### src/sv/coapf_pkg.sv
// Shared types, codes and constants for the CoAP message framer.
package coapf_pkg;

	// Command codes carried in s_tuser
	localparam logic [2:0] CMD_HEADER  = 3'd0;
	localparam logic [2:0] CMD_TOKEN   = 3'd1;
	localparam logic [2:0] CMD_OPT_HDR = 3'd2;
	localparam logic [2:0] CMD_OPT_VAL = 3'd3;
	localparam logic [2:0] CMD_PAYLOAD = 3'd4;
	localparam logic [2:0] CMD_END     = 3'd5;

	// Byte request kinds passed from the front to the back
	localparam logic [1:0] REQ_PUSH   = 2'd0;
	localparam logic [1:0] REQ_NOVAL  = 2'd1;
	localparam logic [1:0] REQ_REJECT = 2'd2;

	// Error / status codes
	localparam logic [1:0] ERR_OK    = 2'd0;
	localparam logic [1:0] ERR_TOKEN = 2'd1;
	localparam logic [1:0] ERR_SIZE  = 2'd2;

	// Protocol constants
	localparam int unsigned DEF_MAX_MESSAGE_BYTES = 1024;
	localparam logic [3:0]  MAX_TOKEN_BYTES       = 4'd8;
	localparam logic [15:0] EXT1_BASE             = 16'd13;
	localparam logic [15:0] EXT2_BASE             = 16'd269;
	localparam logic [3:0]  NIB_EXT1              = 4'd13;
	localparam logic [3:0]  NIB_EXT2              = 4'd14;
	localparam logic [7:0]  PAYLOAD_MARKER        = 8'hFF;
	localparam logic [1:0]  DEF_VERSION           = 2'd1;

	// Expansion and queue sizing
	localparam int unsigned MAX_REQS    = 5;
	localparam int unsigned QUEUE_DEPTH = 4;

	// One byte request
	typedef struct packed {
		logic [7:0] data;
		logic [1:0] kind;
		logic       clr;
		logic       last;
		logic       done;
	} coapf_req_t;

endpackage

### src/sv/coapf_front.sv
// Front part: accepts commands, tracks option and payload state, expands into byte requests.
module coapf_front (
	input  logic                  clk,
	input  logic                  arst_n,
	input  logic [1:0]            version,
	input  logic                  in_valid,
	output logic                  in_ready,
	input  logic [2:0]            command,
	input  logic [1:0]            msg_type,
	input  logic [7:0]            msg_code,
	input  logic [15:0]           message_id,
	input  logic [3:0]            token_length,
	input  logic [7:0]            data_byte,
	input  logic [15:0]           option_number,
	input  logic [15:0]           option_length,
	output logic                  req_valid,
	input  logic                  req_ready,
	output coapf_pkg::coapf_req_t req
);
	import coapf_pkg::*;

	logic        accept;
	logic        last_step;
	logic        push;

	// Front state
	logic [15:0] prev_opt_q;
	logic        pay_started_q;

	// Held, already expanded item
	logic        hold_valid_q;
	logic [7:0]  bytes_q [MAX_REQS];
	logic [2:0]  count_q;
	logic [2:0]  step_q;
	logic [1:0]  kind_q;
	logic        clr_q;
	logic        done_q;

	// Expansion of the incoming command
	logic [7:0]  bytes_d [MAX_REQS];
	logic [2:0]  count_d;
	logic [1:0]  kind_d;
	logic        clr_d;
	logic        done_d;
	logic [15:0] delta;
	logic [15:0] delta_x;
	logic [15:0] olen_x;
	logic [2:0]  k;

	function automatic logic [3:0] nibble(input logic [15:0] v);
		if (v < EXT1_BASE)
			return v[3:0];
		else if (v < EXT2_BASE)
			return NIB_EXT1;
		else
			return NIB_EXT2;
	endfunction

	assign delta   = option_number - prev_opt_q;
	assign delta_x = delta - EXT2_BASE;
	assign olen_x  = option_length - EXT2_BASE;

	// Build the byte list for the incoming command
	always_comb begin
		for (int i = 0; i < MAX_REQS; i++)
			bytes_d[i] = '0;
		count_d = 3'd1;
		kind_d  = REQ_PUSH;
		clr_d   = 1'b0;
		done_d  = 1'b0;
		k       = 3'd1;
		unique case (command) inside
			CMD_HEADER: begin
				clr_d = 1'b1;
				if (token_length > MAX_TOKEN_BYTES) begin
					kind_d = REQ_REJECT;
				end else begin
					bytes_d[0] = {version, msg_type, token_length};
					bytes_d[1] = msg_code;
					bytes_d[2] = message_id[15:8];
					bytes_d[3] = message_id[7:0];
					count_d    = 3'd4;
				end
			end
			CMD_TOKEN, CMD_OPT_VAL: begin
				bytes_d[0] = data_byte;
			end
			CMD_OPT_HDR: begin
				bytes_d[0] = {nibble(delta), nibble(option_length)};
				if (delta >= EXT2_BASE) begin
					bytes_d[k]        = delta_x[15:8];
					bytes_d[k + 3'd1] = delta_x[7:0];
					k = k + 3'd2;
				end else if (delta >= EXT1_BASE) begin
					bytes_d[k] = 8'(delta - EXT1_BASE);
					k = k + 3'd1;
				end
				if (option_length >= EXT2_BASE) begin
					bytes_d[k]        = olen_x[15:8];
					bytes_d[k + 3'd1] = olen_x[7:0];
					k = k + 3'd2;
				end else if (option_length >= EXT1_BASE) begin
					bytes_d[k] = 8'(option_length - EXT1_BASE);
					k = k + 3'd1;
				end
				count_d = k;
			end
			CMD_PAYLOAD: begin
				if (!pay_started_q) begin
					bytes_d[0] = PAYLOAD_MARKER;
					bytes_d[1] = data_byte;
					count_d    = 3'd2;
				end else begin
					bytes_d[0] = data_byte;
				end
			end
			CMD_END: begin
				kind_d = REQ_NOVAL;
				done_d = 1'b1;
			end
			default: begin
				kind_d = REQ_NOVAL;
			end
		endcase
	end

	// Handshakes
	assign last_step = (step_q == count_q - 3'd1);
	assign push      = hold_valid_q && req_ready;
	assign in_ready  = !hold_valid_q || (req_ready && last_step);
	assign accept    = in_valid && in_ready;

	// Request presented to the queue
	assign req_valid = hold_valid_q;
	always_comb begin
		req.data = bytes_q[step_q];
		req.kind = kind_q;
		req.clr  = clr_q && (step_q == 3'd0);
		req.last = last_step;
		req.done = done_q;
	end

	// Control state: hold valid, step counter, option and payload tracking
	always_ff @(posedge clk or negedge arst_n) begin
		if (!arst_n) begin
			hold_valid_q  <= 1'b0;
			step_q        <= '0;
			prev_opt_q    <= '0;
			pay_started_q <= 1'b0;
		end else begin
			if (accept) begin
				hold_valid_q <= 1'b1;
				step_q       <= '0;
				case (command)
					CMD_HEADER: begin
						prev_opt_q    <= '0;
						pay_started_q <= 1'b0;
					end
					CMD_OPT_HDR: prev_opt_q    <= option_number;
					CMD_PAYLOAD: pay_started_q <= 1'b1;
					default: ;
				endcase
			end else if (push) begin
				if (last_step)
					hold_valid_q <= 1'b0;
				else
					step_q <= step_q + 3'd1;
			end
		end
	end

	// Payload of the held item
	always_ff @(posedge clk) begin
		if (accept) begin
			bytes_q <= bytes_d;
			count_q <= count_d;
			kind_q  <= kind_d;
			clr_q   <= clr_d;
			done_q  <= done_d;
		end
	end

endmodule

### src/sv/coapf_queue.sv
// Short request queue between the front and the back.
module coapf_queue (
	input  logic                  clk,
	input  logic                  arst_n,
	input  logic                  wr_valid,
	output logic                  wr_ready,
	input  coapf_pkg::coapf_req_t wr_req,
	output logic                  rd_valid,
	input  logic                  rd_ready,
	output coapf_pkg::coapf_req_t rd_req
);
	import coapf_pkg::*;

	localparam int unsigned PTR_W = $clog2(QUEUE_DEPTH);
	localparam int unsigned CNT_W = $clog2(QUEUE_DEPTH + 1);

	coapf_req_t        mem_q [QUEUE_DEPTH];
	logic [PTR_W-1:0]  wr_ptr_q;
	logic [PTR_W-1:0]  rd_ptr_q;
	logic [CNT_W-1:0]  fill_q;
	logic              do_wr;
	logic              do_rd;

	assign wr_ready = (fill_q != CNT_W'(QUEUE_DEPTH));
	assign rd_valid = (fill_q != '0);
	assign rd_req   = mem_q[rd_ptr_q];
	assign do_wr    = wr_valid && wr_ready;
	assign do_rd    = rd_valid && rd_ready;

	// Advance pointers and fill level
	always_ff @(posedge clk or negedge arst_n) begin
		if (!arst_n) begin
			wr_ptr_q <= '0;
			rd_ptr_q <= '0;
			fill_q   <= '0;
		end else begin
			if (do_wr)
				wr_ptr_q <= (wr_ptr_q == PTR_W'(QUEUE_DEPTH - 1)) ? '0 : wr_ptr_q + PTR_W'(1);
			if (do_rd)
				rd_ptr_q <= (rd_ptr_q == PTR_W'(QUEUE_DEPTH - 1)) ? '0 : rd_ptr_q + PTR_W'(1);
			if (do_wr && !do_rd)
				fill_q <= fill_q + CNT_W'(1);
			else if (do_rd && !do_wr)
				fill_q <= fill_q - CNT_W'(1);
		end
	end

	// Store entries
	always_ff @(posedge clk) begin
		if (do_wr)
			mem_q[wr_ptr_q] <= wr_req;
	end

endmodule

### src/sv/coapf_back.sv
// Back part: applies token and size checks, counts bytes, holds the output result.
module coapf_back #(
	parameter int unsigned MAX_MESSAGE_BYTES = coapf_pkg::DEF_MAX_MESSAGE_BYTES
) (
	input  logic                  clk,
	input  logic                  arst_n,
	input  logic                  req_valid,
	output logic                  req_ready,
	input  coapf_pkg::coapf_req_t req,
	output logic                  out_valid,
	input  logic                  out_ready,
	output logic [7:0]            out_byte,
	output logic                  byte_valid,
	output logic                  last_of_item,
	output logic                  done_res,
	output logic [1:0]            status
);
	import coapf_pkg::*;

	localparam int unsigned CNT_W = $clog2(MAX_MESSAGE_BYTES + 1);

	logic [CNT_W-1:0] count_q;
	logic [1:0]       err_q;
	logic             out_valid_q;
	logic [7:0]       byte_q;
	logic             bvalid_q;
	logic             last_q;
	logic             done_q;
	logic [1:0]       status_q;

	logic             take;
	logic [CNT_W-1:0] cnt_in;
	logic [1:0]       err_in;
	logic [CNT_W-1:0] cnt_d;
	logic [1:0]       err_d;
	logic [7:0]       byte_d;
	logic             bvalid_d;

	assign req_ready = !out_valid_q || out_ready;
	assign take      = req_valid && req_ready;

	// Evaluate one request against message state
	always_comb begin
		cnt_in   = (req.clr || req.kind == REQ_REJECT) ? '0 : count_q;
		err_in   = (req.clr || req.kind == REQ_REJECT) ? ERR_OK : err_q;
		cnt_d    = cnt_in;
		err_d    = err_in;
		byte_d   = '0;
		bvalid_d = 1'b0;
		unique case (req.kind)
			REQ_PUSH: begin
				if (err_in == ERR_TOKEN) begin
					err_d = err_in;
				end else if (cnt_in >= CNT_W'(MAX_MESSAGE_BYTES)) begin
					err_d = ERR_SIZE;
				end else begin
					cnt_d    = cnt_in + CNT_W'(1);
					byte_d   = req.data;
					bvalid_d = 1'b1;
				end
			end
			REQ_REJECT: err_d = ERR_TOKEN;
			REQ_NOVAL:  err_d = err_in;
			default:    err_d = err_in;
		endcase
	end

	// Update message state and output valid
	always_ff @(posedge clk or negedge arst_n) begin
		if (!arst_n) begin
			count_q     <= '0;
			err_q       <= ERR_OK;
			out_valid_q <= 1'b0;
		end else begin
			if (take) begin
				count_q     <= cnt_d;
				err_q       <= err_d;
				out_valid_q <= 1'b1;
			end else if (out_ready) begin
				out_valid_q <= 1'b0;
			end
		end
	end

	// Hold the result
	always_ff @(posedge clk) begin
		if (take) begin
			byte_q   <= byte_d;
			bvalid_q <= bvalid_d;
			last_q   <= req.last;
			done_q   <= req.done;
			status_q <= err_d;
		end
	end

	assign out_valid    = out_valid_q;
	assign out_byte     = byte_q;
	assign byte_valid   = bvalid_q;
	assign last_of_item = last_q;
	assign done_res     = done_q;
	assign status       = status_q;

endmodule

### src/sv/coap_message_framer.sv
// Top level of the CoAP message framer: stream ports, register port, front, queue and back.
//
//  Channel | Direction | Handshake        | Content
//  s_*     | in        | s_tvalid/tready  | one command with header, option and data fields
//  m_*     | out       | m_tvalid/tready  | one serialized byte or status result
//  APB     | in        | psel/penable     | protocol_version at address 0
//
// Single-byte commands sustain one per cycle while the queue accepts; a command producing N
// results (header 4, option header up to 5, first payload 2) holds the front until all are sent.
// Unless stalled, the front emits one request per cycle into a four-entry queue and the back
// retires one per cycle; its result reaches m_tdata in the cycle after it leaves the queue.
// arst_n clears front, queue and back control state and sets the version to 1.
// A stalled m_tready fills the queue, then holds the front and s_tready.
module coap_message_framer #(
	parameter int unsigned MAX_MESSAGE_BYTES = coapf_pkg::DEF_MAX_MESSAGE_BYTES
) (
	input  logic        clk,
	input  logic        arst_n,
	input  logic        s_tvalid,
	output logic        s_tready,
	// msg_type[1:0], msg_code[9:2], message_id[25:10], token_length[29:26],
	// data_byte[37:30], option_number[53:38], option_length[69:54], zero [71:70]
	input  logic [71:0] s_tdata,
	// command[2:0]
	input  logic [2:0]  s_tuser,
	output logic        m_tvalid,
	input  logic        m_tready,
	// out_byte[7:0]
	output logic [7:0]  m_tdata,
	// byte_valid[0], done_res[1], status[3:2]
	output logic [3:0]  m_tuser,
	output logic        m_tlast,
	input  logic        psel,
	input  logic        penable,
	input  logic        pwrite,
	input  logic [2:0]  paddr,
	input  logic [31:0] pwdata,
	output logic [31:0] prdata,
	output logic        pready
);
	import coapf_pkg::*;

	logic [1:0]  version_q;
	logic        cfg_wr;
	coapf_req_t  f_req;
	coapf_req_t  b_req;
	logic        f_valid;
	logic        f_ready;
	logic        b_valid;
	logic        b_ready;
	logic [7:0]  out_byte;
	logic        byte_valid;
	logic        done_res;
	logic [1:0]  status;

	// Register port
	assign pready = 1'b1;
	assign cfg_wr = psel && penable && pwrite && pready && (paddr[2] == 1'b0);
	assign prdata = (paddr[2] == 1'b0) ? {30'd0, version_q} : 32'd0;

	always_ff @(posedge clk or negedge arst_n) begin
		if (!arst_n)
			version_q <= DEF_VERSION;
		else if (cfg_wr)
			version_q <= pwdata[1:0];
	end

	coapf_front u_front (
		.clk           (clk),
		.arst_n        (arst_n),
		.version       (version_q),
		.in_valid      (s_tvalid),
		.in_ready      (s_tready),
		.command       (s_tuser),
		.msg_type      (s_tdata[1:0]),
		.msg_code      (s_tdata[9:2]),
		.message_id    (s_tdata[25:10]),
		.token_length  (s_tdata[29:26]),
		.data_byte     (s_tdata[37:30]),
		.option_number (s_tdata[53:38]),
		.option_length (s_tdata[69:54]),
		.req_valid     (f_valid),
		.req_ready     (f_ready),
		.req           (f_req)
	);

	coapf_queue u_queue (
		.clk      (clk),
		.arst_n   (arst_n),
		.wr_valid (f_valid),
		.wr_ready (f_ready),
		.wr_req   (f_req),
		.rd_valid (b_valid),
		.rd_ready (b_ready),
		.rd_req   (b_req)
	);

	coapf_back #(
		.MAX_MESSAGE_BYTES (MAX_MESSAGE_BYTES)
	) u_back (
		.clk          (clk),
		.arst_n       (arst_n),
		.req_valid    (b_valid),
		.req_ready    (b_ready),
		.req          (b_req),
		.out_valid    (m_tvalid),
		.out_ready    (m_tready),
		.out_byte     (out_byte),
		.byte_valid   (byte_valid),
		.last_of_item (m_tlast),
		.done_res     (done_res),
		.status       (status)
	);

	assign m_tdata = out_byte;
	assign m_tuser = {status, done_res, byte_valid};

endmodule

### config.mk
export PLATFORM = sky130hd
export DESIGN_NAME = coap_message_framer
export DESIGN_NICKNAME = d
export VERILOG_FILES = /design/src/sv/coapf_pkg.sv /design/src/sv/coapf_front.sv /design/src/sv/coapf_queue.sv /design/src/sv/coapf_back.sv /design/src/sv/coap_message_framer.sv
export SDC_FILE = /design/constraint.sdc
export NUM_CORES = 1
export LEC_CHECK = 0
export BUFFER_PORTS_ARGS = -buffer_cell sky130_fd_sc_hd__buf_2
export CORE_MARGIN = 2
export CORE_UTILIZATION = 45
export CTS_BUF_LIST = sky130_fd_sc_hd__clkbuf_2 sky130_fd_sc_hd__clkbuf_4 sky130_fd_sc_hd__clkbuf_8
export DETAILED_ROUTE_END_ITERATION = 10
export PLACE_DENSITY_LB_ADDON = 0.15
export SLEW_MARGIN = 20
export SYNTH_ARGS = -nofsm -noshare
export SYNTH_HDL_FRONTEND = slang
export SYNTH_HIERARCHICAL = 1
export SYNTH_SLANG_ARGS = --single-unit
### constraint.sdc
create_clock -name clk -period 10.4 [get_ports clk]
set_clock_uncertainty 0.2 [all_clocks]
set_input_delay 2.08 -clock clk [delete_from_list [all_inputs] [get_ports clk]]
set_output_delay 2.08 -clock clk [all_outputs]
set_load 0.01 [all_outputs]
==> key figures, run 1 <==
Power
  • Switching power: 1290 uW
  • Switching share of power: 0.413
  • Flop pwr share: 0.358
  • Pwr/cell area: 290 nW/um^2
  • Comb power frac: 0.485
  • VDD IR max: 150 uV
  • Lkg Pwr: roughly 0.0043 uW
  • P_int: 1840 uW
  • Clock Power Share: 0.156
  • Power, Total: 3130 uW

Logic synthesis
  • Async SR Flop Fraction: 0.282
  • Synth area leaders: edfxtp_1, dfrtp_1, ha_1
  • Synth top area share: 0.343
  • Cell count after synthesis: 928
  • Seq cells post-synth: roughly 160
  • Synth Flop Type: edfxtp_1
  • Warnings, synthesis: 6
  • Post-Synth Adder-Cell Area: 0.0434
  • Largest family of logic cells by synthesized area: compound AO/OA/AOI/OAI gates
  • Post-Synth Simple-Gate Area: 0.169
  • Synth cell count leaders: edfxtp_1, nand2_1, nor2_1, a21oi_1, dfrtp_1
  • Syn_area_per_cell: 10.6 sq um
  • Post-synthesis xor/xnor area fraction: 0.0393
  • Number of flops mapped to enable cells by yosys: about 110
  • Area leader, netlist: edfxtp_1
  • Synth cell types: about 100
  • Multiplexer share of the synthesized area: 0.0610
  • Top-count cell post-synth: edfxtp_1
  • Synth Cell Area: 9800 sq um
  • Seq/Total Area, Yosys: 0.456
  • Synth Area in Compound Gates: 0.171

Layout
  • Nets: 1162
  • Multi-input logic area: 4860 sq um
  • Layout cells sized above 1: 0.194
  • Non-Filler Instances: 1301
  • Syn-to-layout area delta: 10.3%
  • Register area: 4470 sq um
  • ANT cells: 0
  • Final-layout fill cell count: about 2000

Critical path
  • Crit path from: s_tdata[38]
  • R2r startpoint: u_front/prev_opt_q[0]$_DFFE_PN0P_
  • Crit path buffers/inverters: 3
  • Kind of critical path: in -> reg
  • R2R depth: 12
  • Slowest CP cell: o311ai_1
  • Startpoint Class: input pin
  • Register-to-register setup slack: 5.52 ns
  • Largest stage delay on the critical path: between 0.7 and 0.8 ns
  • Worst path required time: 10.37 ns
  • Crit path max fanout: 8
  • R2r endpoint: u_front/bytes_q[9]$_SDFFCE_PP0P_
  • Cell family with most CP delay: compound AO/OA/AOI/OAI gates
  • Crit end category: flip-flop
  • Worst EP arrival: 6.28 ns
  • Crit-path cells: buf_2 > inv_1 > ha_1 > inv_1 > fa_1 > a21o_1 > a21o_1 > o32a_1 > o311ai_1 > nand4_1 > nor4_4 > nor2_1 > a21oi_1 > o311ai_0

Die
  • Die ar.: 23000 sq um
  • I/O Pins: ~170
  • Initial Util: 0.462
  • Die width: 152 um
  • Core Area: 21200 sq um
  • Die height: 152 um
  • Rows: 53

Drt
  • Initial DRC count: 578
  • First drt pass iteration count: 5
  • Vias per cell: 5.78
  • Via count: 7517
  • Final ANT Viol Nets: 0
  • WL/cell: 18.5 um
  • Drt total wl: 24000 um
  • Drt drc: 0

STA
  • Fmax: 159 MHz
  • Min Tclk post-route: about 6.3 ns
  • Pins over their slew limit: 0
  • Tcrit/Tclk final: 0.606
  • Worst-margin pin slew: 0.955 ns
  • Max_slew headroom: 0.359
  • Setup_tns: 0 ns
  • Setup violators final: 0
  • RSZ-0062 raised after global routing: no
  • Final Hold Viols: 0

Clock network
  • Clk sinks: roughly 160
  • Resized Gates After CTS: 0
  • Longest Clk Path Bufs: 2
  • CTS tree: done
  • Postcts setup bufs: 0
  • Clk slew on worst S/H paths: approximately 0.09 ns
  • Total CTS buffers: 17
  • H-Tree Depth: 4
  • Hold buffers post-CTS: 0
  • Clock Tree Root: clkbuf_8
  • Insertion delay to the later sink of the worst-skew pair: 0.44 ns

Worst hold path
  • Hold path start: u_queue/fill_q[2]$_DFFE_PN0P_
  • Hold Crit Depth: 1
  • Worst hold-check path type: reg -> reg
  • Hold path endpoint: u_queue/fill_q[2]$_DFFE_PN0P_

Global route
  • First-pass GRT wire length: 37900 um
  • Remaining global-route overflow: 0
  • GRT busiest layer: met2
  • Vias in the first global route: 7082
  • Met3 Use GR: 0.0368
  • GR Util met2: 0.361
  • Gr usage total: 0.215
  • Initial antenna violation count: 0
  • Met1 Usage GRT: 0.286
  • Pin count of the biggest net entering global routing: 50

Job
  • Maxcap violations: 0

Place
  • Number of port buffers: 99
  • Cells after DPL: 1269
  • Post-DP HPWL: 17600 um
  • GPL Wtd Cong: 0.914

Outcome
  • Outcome: finished, final reports clean
[worst max-delay path by stage]
stage	endpoint	cells past startpoint
5_1_grt	u_front/bytes_q[9]$_SDFFCE_PP0P_	14
3_3_place_gp	u_front/bytes_q[9]$_SDFFCE_PP0P_	14
4_1_cts	u_front/bytes_q[9]$_SDFFCE_PP0P_	14
2_1_floorplan	u_front/bytes_q[17]$_SDFFCE_PP0P_	14
6_report	u_front/bytes_q[9]$_SDFFCE_PP0P_	14
3_5_place_dp	u_front/bytes_q[9]$_SDFFCE_PP0P_	14
[state kept, by name, summed over array words and instances, names as in the netlist, 3 cells and up]
register,count
u_front/count_q,3
u_queue/fill_q,3
u_front/step_q,3
u_front/bytes_q,40
u_front/prev_opt_q,16
u_back/out_byte,8
u_queue/mem_q,52
u_back/count_q,11
[power groups by stage]
stage	Sequential [uW]	Clock [uW]	Combinational [uW]
6_report	1120	490	1520
3_5_place_dp	1140	0	1510
4_1_cts	1130	504	1520
2_1_floorplan	1090	0	1180
5_1_grt	1160	530	1680
3_3_place_gp	1130	0	1500
[per-layer routing]
layer,vias to the layer above,part of all wire
li1,3627,-
met3,26,0.054
met1,3617,0.44
met4,0,0.020
met5,-,0
met2,247,0.49
[placed cells by master (no fill, tap or decap), drive strengths merged, types with 30 or more instances in the layout]
master and instances:
conb 31, buf 107, o21ai 38, ha 30
inv 45, a21oi 43, dfrtp 43, nor2 72
edfxtp 112, nand2 73
[final cells by class]
cell class | instances | area share
well taps | 275 | 0.0318
inverters | 40 | 0.0139
multi-input cells | 691 | 0.450
repair buffers | 107 | 0.0514
clock buffers | 18 | 0.0223
flip-flops and latches | 156 | 0.413
clock inverters | 14 | 0.0170
[cell families after synthesis]
kind of cell	count (synthesis)
flip-flops	156
buffers and inverters	110
XOR/XNOR	44
multiplexers	41
other	2
AND/OR/NAND/NOR	307
AO/OA/AOI/OAI	235
adder cells (fa/ha/maj)	33
[worst register-to-register path, cell delays in order, from the launching register on]
cell and delay [ns]:
dfrtp_1 0.36, ha_1 0.26, inv_1 0.09, fa_1 0.43, a21o_1 0.26, a21o_1 0.20
o32a_1 0.15, o311ai_1 0.73, nand4_1 0.44, nor4_4 0.65, nor2_1 0.29, a21oi_1 0.39
o311ai_0 0.16
[per-stage QoR]
step	instance area [sq um]	worst slack, ns	utilization	hold WS, ns
floorplan	9910	4.68	-	0.249
global placement	10400	3.85	0.489	0.281
detailed placement	10400	3.76	0.489	0.281
CTS	10800	4.23	0.509	0.300
global route	10800	3.85	0.509	0.324
finish	10800	4.09	0.509	0.302
Note: power is estimated with default switching activity, not from simulation.
==> run 2: changes to the inputs <==
Settings changed: ABC_AREA from default to 1.
Clock period 10.4 ns to 5.1 ns, I/O delays scaled along.
==> run 2 against run 1 <==
Net effect:
- die area increased by 8.5%
- register-to-register slack got worse by 4.0 ns
- critical path depth increased by 5
- cell area increased by 8.0%
- first-iteration DRC count increased by 7.4%
- largest cell class unchanged
- via count increased by 18%
- global-route usage decreased by 0.20 points
- synthesized cell count increased by 44%
- non-clock buffer count increased by 6
- sequential power increased by 110%
- total power increased by 120%
- combinational power increased by 130%
==> key figures, run 2 <==
STA
  • Pins over their slew limit: 0 (unchanged)
  • Tcrit/Tclk final: 0.792
  • Max_slew headroom: 0.282 (was 0.359)
  • Final Hold Viols: 0 (unchanged)
  • Fmax: around 250 MHz
  • Min Tclk post-route: 4.04 ns
  • RSZ-0062 raised after global routing: no (unchanged)
  • Worst-margin pin slew: 1.08 ns (was 0.955 ns)
  • Setup_tns: 0 ns (unchanged)
  • Setup violators final: 0 (unchanged)
  • Post-route setup slack: 1.06 ns (was 4.09 ns)

Drt
  • Drt drc: 0 (unchanged)
  • WL/cell: 14.7 um (was 18.5 um)
  • Drt total wl: 25900 um (was 24000 um)
  • Final ANT Viol Nets: 0 (unchanged)
  • Initial DRC count: 621 (was 578)
  • Via count: 8844 (was 7517)
  • Vias per cell: 5.04 (was 5.78)
  • First drt pass iteration count: 5 (unchanged)

Power
  • VDD IR max: 285 uV (was 150 uV)
  • Lkg Pwr: 0.00544 uW (was 0.00431 uW)
  • Pwr/cell area: 584 nW/um^2 (was 290 nW/um^2)

Layout
  • Final-layout fill cell count: 2302 (was 1991)
  • Core Util, Final: 0.500 (was 0.509)
  • Most common cell after layout, fill and taps aside: nand2_1 (was edfxtp_1)
  • Reg with most FFs: u_queue/mem_q (unchanged)
  • Non-Filler Instances: 1754 (was 1301)
  • Largest registers: u_queue/mem_q (52), u_front/bytes_q (40), u_front/prev_opt_q (16) (unchanged)
  • Syn-to-layout area delta: 9.60% (was 10.3%)
  • Max FFs per register: 52 (unchanged)
  • ANT cells: 0 (unchanged)
  • Most frequent cells in the layout: nand2_1, inv_1, edfxtp_1, nand3_1, buf_2 (was edfxtp_1, buf_2, nand2_1, nor2_1, dfrtp_1)
  • Layout cells sized above 1: 0.163 (was 0.194)
  • Nets: 1571 (was 1162)

Critical path
  • Worst path required time: 5.09 ns (was 10.37 ns)
  • Slowest CP cell: fa_1 (was o311ai_1)
  • Crit end category: flip-flop (unchanged)
  • Startpoint Class: input pin (unchanged)
  • Worst EP arrival: 4.03 ns (was 6.28 ns)
  • Kind of critical path: in -> reg (unchanged)
  • Crit-path cells: buf_2 > inv_1 > ha_1 > inv_1 > fa_1 > nand2_1 > nand3_1 > nand3_2 > nand2_1 > nand2_1 > nand3_1 > nand2_2 > nand3_4 > nor2_8 > nand3_4 > nor2_4 > nand2_1 > nand2_1 > nand3_1 (was buf_2 > inv_1 > ha_1 > inv_1 > fa_1 > a21o_1 > a21o_1 > o32a_1 > o311ai_1 > nand4_1 > nor4_4 > nor2_1 > a21oi_1 > o311ai_0)
  • Most used cell, CP: nand2_1
  • Largest stage delay on the critical path: 0.47 ns (was 0.73 ns)
  • Crit path max fanout: 35 (was 8)

Die
  • Rows: 56 (was 53)
  • Die height: 158 um (was 152 um)
  • I/O Pins: 165 (unchanged)
  • Die ar.: 24900 sq um (was 23000 sq um)
  • Die width: 158 um (was 152 um)
  • Initial Util: 0.457 (was 0.462)
  • Core Area: 23300 sq um (was 21200 sq um)

Logic synthesis
  • Post-synthesis xor/xnor area fraction: 0.0255 (was 0.0393)
  • Largest family of logic cells by synthesized area: simple AND/OR/NAND/NOR gates (was compound AO/OA/AOI/OAI gates)
  • Synth Area in Compound Gates: 0.109 (was 0.171)
  • Async SR Flop Fraction: 0.282 (unchanged)
  • Synth top area share: 0.316 (was 0.343)
  • Synth area leaders: edfxtp_1, nand2_1, dfrtp_1 (was edfxtp_1, dfrtp_1, ha_1)
  • Synth cell count leaders: nand2_1, inv_1, edfxtp_1, nand3_1, nor2_1 (was edfxtp_1, nand2_1, nor2_1, a21oi_1, dfrtp_1)
  • Warnings, synthesis: 6 (unchanged)
  • Top-count cell post-synth: nand2_1 (was edfxtp_1)
  • Post-Synth Adder-Cell Area: 0.0390 (was 0.0434)
  • Syn_area_per_cell: 7.99 sq um (was 10.6 sq um)
  • Area leader, netlist: edfxtp_1 (unchanged)
  • Seq/Total Area, Yosys: 0.419 (was 0.456)
  • Synth cell types: 54 (was 98)
  • Multiplexer share of the synthesized area: 0 (was 0.0610)
  • Cell count after synthesis: 1333 (was 928)
  • Synth Flop Type: edfxtp_1 (unchanged)
  • Seq cells post-synth: 156 (unchanged)
  • Post-Synth Simple-Gate Area: 0.289 (was 0.169)
  • Number of flops mapped to enable cells by yosys: 112 (unchanged)
  • Synth Cell Area: 10700 sq um (was 9800 sq um)

Clock network
  • Total CTS buffers: 17 (unchanged)
  • Resized Gates After CTS: 0 (unchanged)
  • Longest Clk Path Bufs: 2 (unchanged)
  • Postcts setup bufs: 0 (unchanged)
  • Clk slew on worst S/H paths: 0.09 ns (about the same)
  • H-Tree Depth: 4 (unchanged)
  • Insertion delay to the later sink of the worst-skew pair: 0.44 ns (about the same)
  • Clk sinks: 156 (unchanged)
  • Hold buffers post-CTS: 0 (unchanged)
  • CTS tree: done (unchanged)
  • Clock Tree Root: clkbuf_8 (unchanged)

Global route
  • Gr usage total: 0.212 (was 0.215)
  • First-pass GRT wire length: 41100 um (was 37900 um)
  • Initial antenna violation count: 0 (unchanged)
  • Vias in the first global route: 8052 (was 7082)
  • Met1 Usage GRT: 0.283 (was 0.286)
  • GR Util met2: 0.360 (was 0.361)
  • GRT busiest layer: met2 (unchanged)
  • Remaining global-route overflow: 0 (unchanged)
  • Pin count of the biggest net entering global routing: 45 (was 50)
  • Met3 Use GR: 0.0367 (was 0.0368)

Worst hold path
  • Worst hold-check path type: reg -> reg (unchanged)

Place
  • GPL Wtd Cong: 0.916 (was 0.914)
  • Pre-CTS setup slack: 0.628 ns (was 3.76 ns)
  • Number of port buffers: 99 (unchanged)
  • Post-DP HPWL: 19600 um (was 17600 um)
  • Cells after DPL: 1722 (was 1269)

Job
  • Maxcap violations: 0 (unchanged)

Outcome
  • Outcome: finished, final reports clean (unchanged)
==> run 2: cell count changes after synthesis, sizes merged, moves of 14 or more <==
| cell | change |
|---|---|
| nand2 | +305 |
| inv | +153 |
| nand3 | +98 |
| nor2 | +38 |
| o211ai | +24 |
| o21ai | +24 |
| nand4 | +21 |
| mux2i | -20 |
| a22o | -17 |
| and2 | -17 |
| nor3 | -15 |
| and3 | -14 |
==> run 2: critical path, delay by kind of cell <==
kind | cells | cell delay, ns
buffers and inverters | 3 | 0.29
AND/OR/NAND/NOR | 14 | 2.06
adder cells (fa/ha/maj) | 2 | 0.64
==> run 2: stage by stage <==
stage          hold WS [ns]  power [uW]  area [sq um]
6_report              0.286        6820         11700
5_1_grt               0.317        7450         11700
4_1_cts               0.286        6880         11700
3_5_place_dp          0.272        5880         11300
3_3_place_gp          0.276        5830         11300
2_1_floorplan         0.249        5070         10800
==> run 2: cell type report <==
class | count | area, sq um | share of cell area
tap | 319 | 399 | 0.0342
sequential | 156 | 4470 | 0.382
inverter | 195 | 733 | 0.0628
multi-input combinational | 939 | 5060 | 0.433
clock inverter | 12 | 161 | 0.0138
clock buffer | 20 | 256 | 0.0220
timing repair buffer | 113 | 601 | 0.0514
==> run 2: final timing paths <==
kind                                                from  depth (start not counted)  slack (ns)                                end
hold reg to reg                 version_q[0]$_DFFE_PN1P_                          2        0.29           version_q[0]$_DFFE_PN1P_
min in group asynchronous                         arst_n                          2        0.45      u_back/count_q[5]$_DFFE_PN0P_
hold / removal                  version_q[0]$_DFFE_PN1P_                          2        0.29           version_q[0]$_DFFE_PN1P_
max in group asynchronous                         arst_n                          2        3.79  u_front/prev_opt_q[2]$_DFFE_PN0P_
setup reg to reg           u_front/step_q[0]$_DFFE_PN0P_                          9        1.51  u_front/bytes_q[35]$_SDFFCE_PN0P_
setup / recovery                             s_tdata[38]                         19        1.06  u_front/bytes_q[25]$_SDFFCE_PN0P_
==> run 2: power breakdown <==
part	switching, uW	internal (uW)
Clock	472	508
Sequential	278	2060
Combinational	2370	1130
Total	3120	3700
==> run 2: routing by layer <==
layer  vias up  part of all wire
met1      4092              0.45
met5         -                 0
li1       4502                 -
met2       223              0.48
met4         0             0.017
met3        27             0.053
==> run 2: cell families (layout without fill, tap and decap cells) <==
kind of cell	Yosys count	after routing
buf+inv	267	340
xor+xnor	31	31
simple gates	667	667
flops	156	156
other cells	2	31
compound gates	178	178
fa+ha+maj	32	32
==> run 3: changes to the inputs <==
Clock period 5.1 ns to 3.5 ns, I/O delays scaled along.
==> run 3 against run 2 <==
Net effect:
- cell area increased by 5.6%
- sequential power is 43% higher
- critical path type unchanged
- combinational power increased by 66%
- die area did not move
- hold slack lost 0.23 ns
- cell count rose by 4.8%
- sequential cell count stayed put
==> key figures, run 3 (synthesis gave the netlist of run 2 again) <==
Layout
  • Nets: 1656 (was 1571)
  • Most common cell after layout, fill and taps aside: nand2_1 (unchanged)
  • Core Util, Final: 0.528 (was 0.500)
  • Reg with most FFs: u_queue/mem_q (unchanged)
  • Most frequent cells in the layout: nand2_1, inv_1, edfxtp_1, nand3_1, buf_2 (unchanged)
  • ANT cells: 0 (unchanged)
  • Max FFs per register: 52 (unchanged)
  • Largest registers: u_queue/mem_q (52), u_front/bytes_q (40), u_front/prev_opt_q (16) (unchanged)
  • Final-layout fill cell count: 2288 (was 2302)
  • Syn-to-layout area delta: 15.7% (was 9.60%)
  • Layout cells sized above 1: 0.213 (was 0.163)

Place
  • GPL Wtd Cong: 0.957 (was 0.916)
  • Number of port buffers: 99 (unchanged)
  • Post-DP HPWL: 21200 um (was 19600 um)

Clock network
  • CTS tree: done (unchanged)
  • H-Tree Depth: 4 (unchanged)
  • Longest Clk Path Bufs: 2 (unchanged)
  • Clock Tree Root: clkbuf_8 (unchanged)
  • Total CTS buffers: 17 (unchanged)
  • Postcts setup bufs: 0 (unchanged)
  • Hold buffers post-CTS: 0 (unchanged)
  • Clk slew on worst S/H paths: 0.11 ns (was 0.09 ns)
  • Insertion delay to the later sink of the worst-skew pair: 0.45 ns (was 0.44 ns)
  • Clk sinks: 156 (unchanged)

Die
  • Rows: 56 (unchanged)
  • Die height: 158 um (unchanged)
  • Initial Util: 0.457 (unchanged)
  • I/O Pins: 165 (unchanged)
  • Die width: 158 um (unchanged)
  • Die ar.: 24900 sq um (unchanged)
  • Core Area: 23300 sq um (unchanged)

STA
  • Worst-margin pin slew: 0.664 ns (was 1.08 ns)
  • RSZ-0062 raised after global routing: no (unchanged)
  • Fmax: between 200 and 300 MHz
  • Final Hold Viols: 0 (unchanged)
  • Setup violators final: 0 (unchanged)
  • Max_slew headroom: 0.557 (was 0.282)
  • Pins over their slew limit: 0 (unchanged)
  • Min Tclk post-route: 3.38 ns
  • Tcrit/Tclk final: 0.966

Global route
  • Gr usage total: 0.226 (was 0.212)
  • Vias in the first global route: 8459 (was 8052)
  • Pin count of the biggest net entering global routing: 49 (was 45)
  • Initial antenna violation count: 0 (unchanged)
  • Remaining global-route overflow: 0 (unchanged)
  • First-pass GRT wire length: 43500 um (was 41100 um)

Power
  • Pwr/cell area: 853 nW/um^2 (was 584 nW/um^2)
  • Switching power: 4830 uW (was 3120 uW)
  • Lkg Pwr: 0.00583 uW (was 0.00544 uW)
  • P_int: 5690 uW (was 3700 uW)
  • VDD IR max: 442 uV (was 285 uV)
  • Clock Power Share: 0.130 (was 0.144)
  • Flop pwr share: 0.318 (was 0.343)
  • Power, Total: 10500 uW (was 6820 uW)
  • Comb power frac: 0.552 (was 0.513)
  • Switching share of power: 0.459 (was 0.457)

Outcome
  • Outcome: finished, final reports clean (unchanged)

Critical path
  • Register-to-register setup slack: 0.21 ns (was 1.51 ns)
  • Crit path from: s_tdata[38] (unchanged)
  • R2R depth: 17 (was 9)
  • Worst EP arrival: 3.33 ns (was 4.03 ns)
  • Worst path required time: 3.45 ns (was 5.09 ns)
  • Kind of critical path: in -> reg (unchanged)
  • Crit-path cells: buf_2 > inv_1 > ha_1 > inv_1 > fa_1 > nand2_1 > nand3_1 > nand3_2 > nand2_1 > nand2_1 > nand3_1 > nand2_2 > nand3_4 > nor2_8 > nand3_4 > buf_4 > buf_4 > nand4_1 > nand3_1 (was buf_2 > inv_1 > ha_1 > inv_1 > fa_1 > nand2_1 > nand3_1 > nand3_2 > nand2_1 > nand2_1 > nand3_1 > nand2_2 > nand3_4 > nor2_8 > nand3_4 > nor2_4 > nand2_1 > nand2_1 > nand3_1)
  • Crit path max fanout: 10 (was 35)
  • Crit end category: flip-flop (unchanged)
  • R2r endpoint: u_front/bytes_q[14]$_SDFFCE_PP0P_ (was u_front/bytes_q[35]$_SDFFCE_PN0P_)
  • Startpoint Class: input pin (unchanged)
  • R2r startpoint: u_front/prev_opt_q[0]$_DFFE_PN0P_ (was u_front/step_q[0]$_DFFE_PN0P_)
  • Slowest CP cell: fa_1 (unchanged)
  • Largest stage delay on the critical path: 0.44 ns (was 0.47 ns)

Drt
  • Drt total wl: 27300 um (was 25900 um)
  • Initial DRC count: 697 (was 621)
  • Via count: 9227 (was 8844)
  • Drt drc: 0 (unchanged)
  • First drt pass iteration count: 5 (unchanged)
  • Vias per cell: 5.02 (was 5.04)
  • WL/cell: 14.8 um (was 14.7 um)
  • Final ANT Viol Nets: 0 (unchanged)

Worst hold path
  • Worst hold-check path type: in -> async (was reg -> reg)

Job
  • Maxcap violations: 0 (unchanged)
[run 3: what timing repair did]
item,CTS,global route
endpoints found under the hold margin,0,0
endpoints found under the setup margin,0,2
resized for setup,0,2
[run 3: layer usage]
layer | vias up | part of all wire | global-route usage
met5 | - | 0 | 0
met4 | 0 | 0.013 | 0.0554
met3 | 20 | 0.053 | 0.0400
met2 | 235 | 0.49 | 0.387
met1 | 4285 | 0.44 | 0.296
li1 | 4687 | - | -
[run 3: worst max-delay path by stage]
stage	cells past startpoint	end
final	19	u_front/bytes_q[14]$_SDFFCE_PP0P_
after CTS	19	u_front/bytes_q[14]$_SDFFCE_PP0P_
after detailed placement	19	u_front/bytes_q[14]$_SDFFCE_PP0P_
after global routing	19	u_front/bytes_q[14]$_SDFFCE_PP0P_
after global placement	19	u_front/bytes_q[14]$_SDFFCE_PP0P_
after floorplan	19	u_front/bytes_q[16]$_SDFFCE_PP0P_
[run 3: through the flow]
stage / instances / TNS [ns] / setup WS (ns) / cell area [sq um] / hold slack [ns]
after CTS: 1839 / 0 / 0.167 / 12300 / 0.0651
after detailed placement: 1807 / -7.35 / -0.319 / 11900 / 0.276
after global placement: 1807 / -6.50 / -0.257 / 11900 / 0.282
after floorplan: 1362 / 0 / 0.254 / 10800 / 0.204
final: 1839 / 0 / 0.119 / 12300 / 0.0565
after global routing: 1839 / 0 / 0.00548 / 12300 / 0.0744
[run 3: worst max-delay path, delay by kind of cell]
family | cells | cell delay (ns)
and+or+nand+nor | 12 | 1.42
adders and majority gates | 2 | 0.60
buffers and inverters | 5 | 0.62
[run 3: cell type report]
cell class                      count  area (sq um)  share of cell area
Multi-Input combinational cell    939          5060               0.410
Clock inverter                     15           171              0.0139
Tap cell                          319           399              0.0324
Timing Repair Buffer              198          1260               0.103
Clock buffer                       17           234              0.0190
Sequential cell                   156          4470               0.362
Inverter                          195           733              0.0595
[run 3: power groups by stage]
stage	logic [uW]	registers [uW]	clock network, uW
CTS	5840	3350	1390
global route	6570	3430	1480
detailed placement	5800	3390	0
global placement	5710	3360	0
floorplan	4100	3290	0
finish	5810	3350	1360
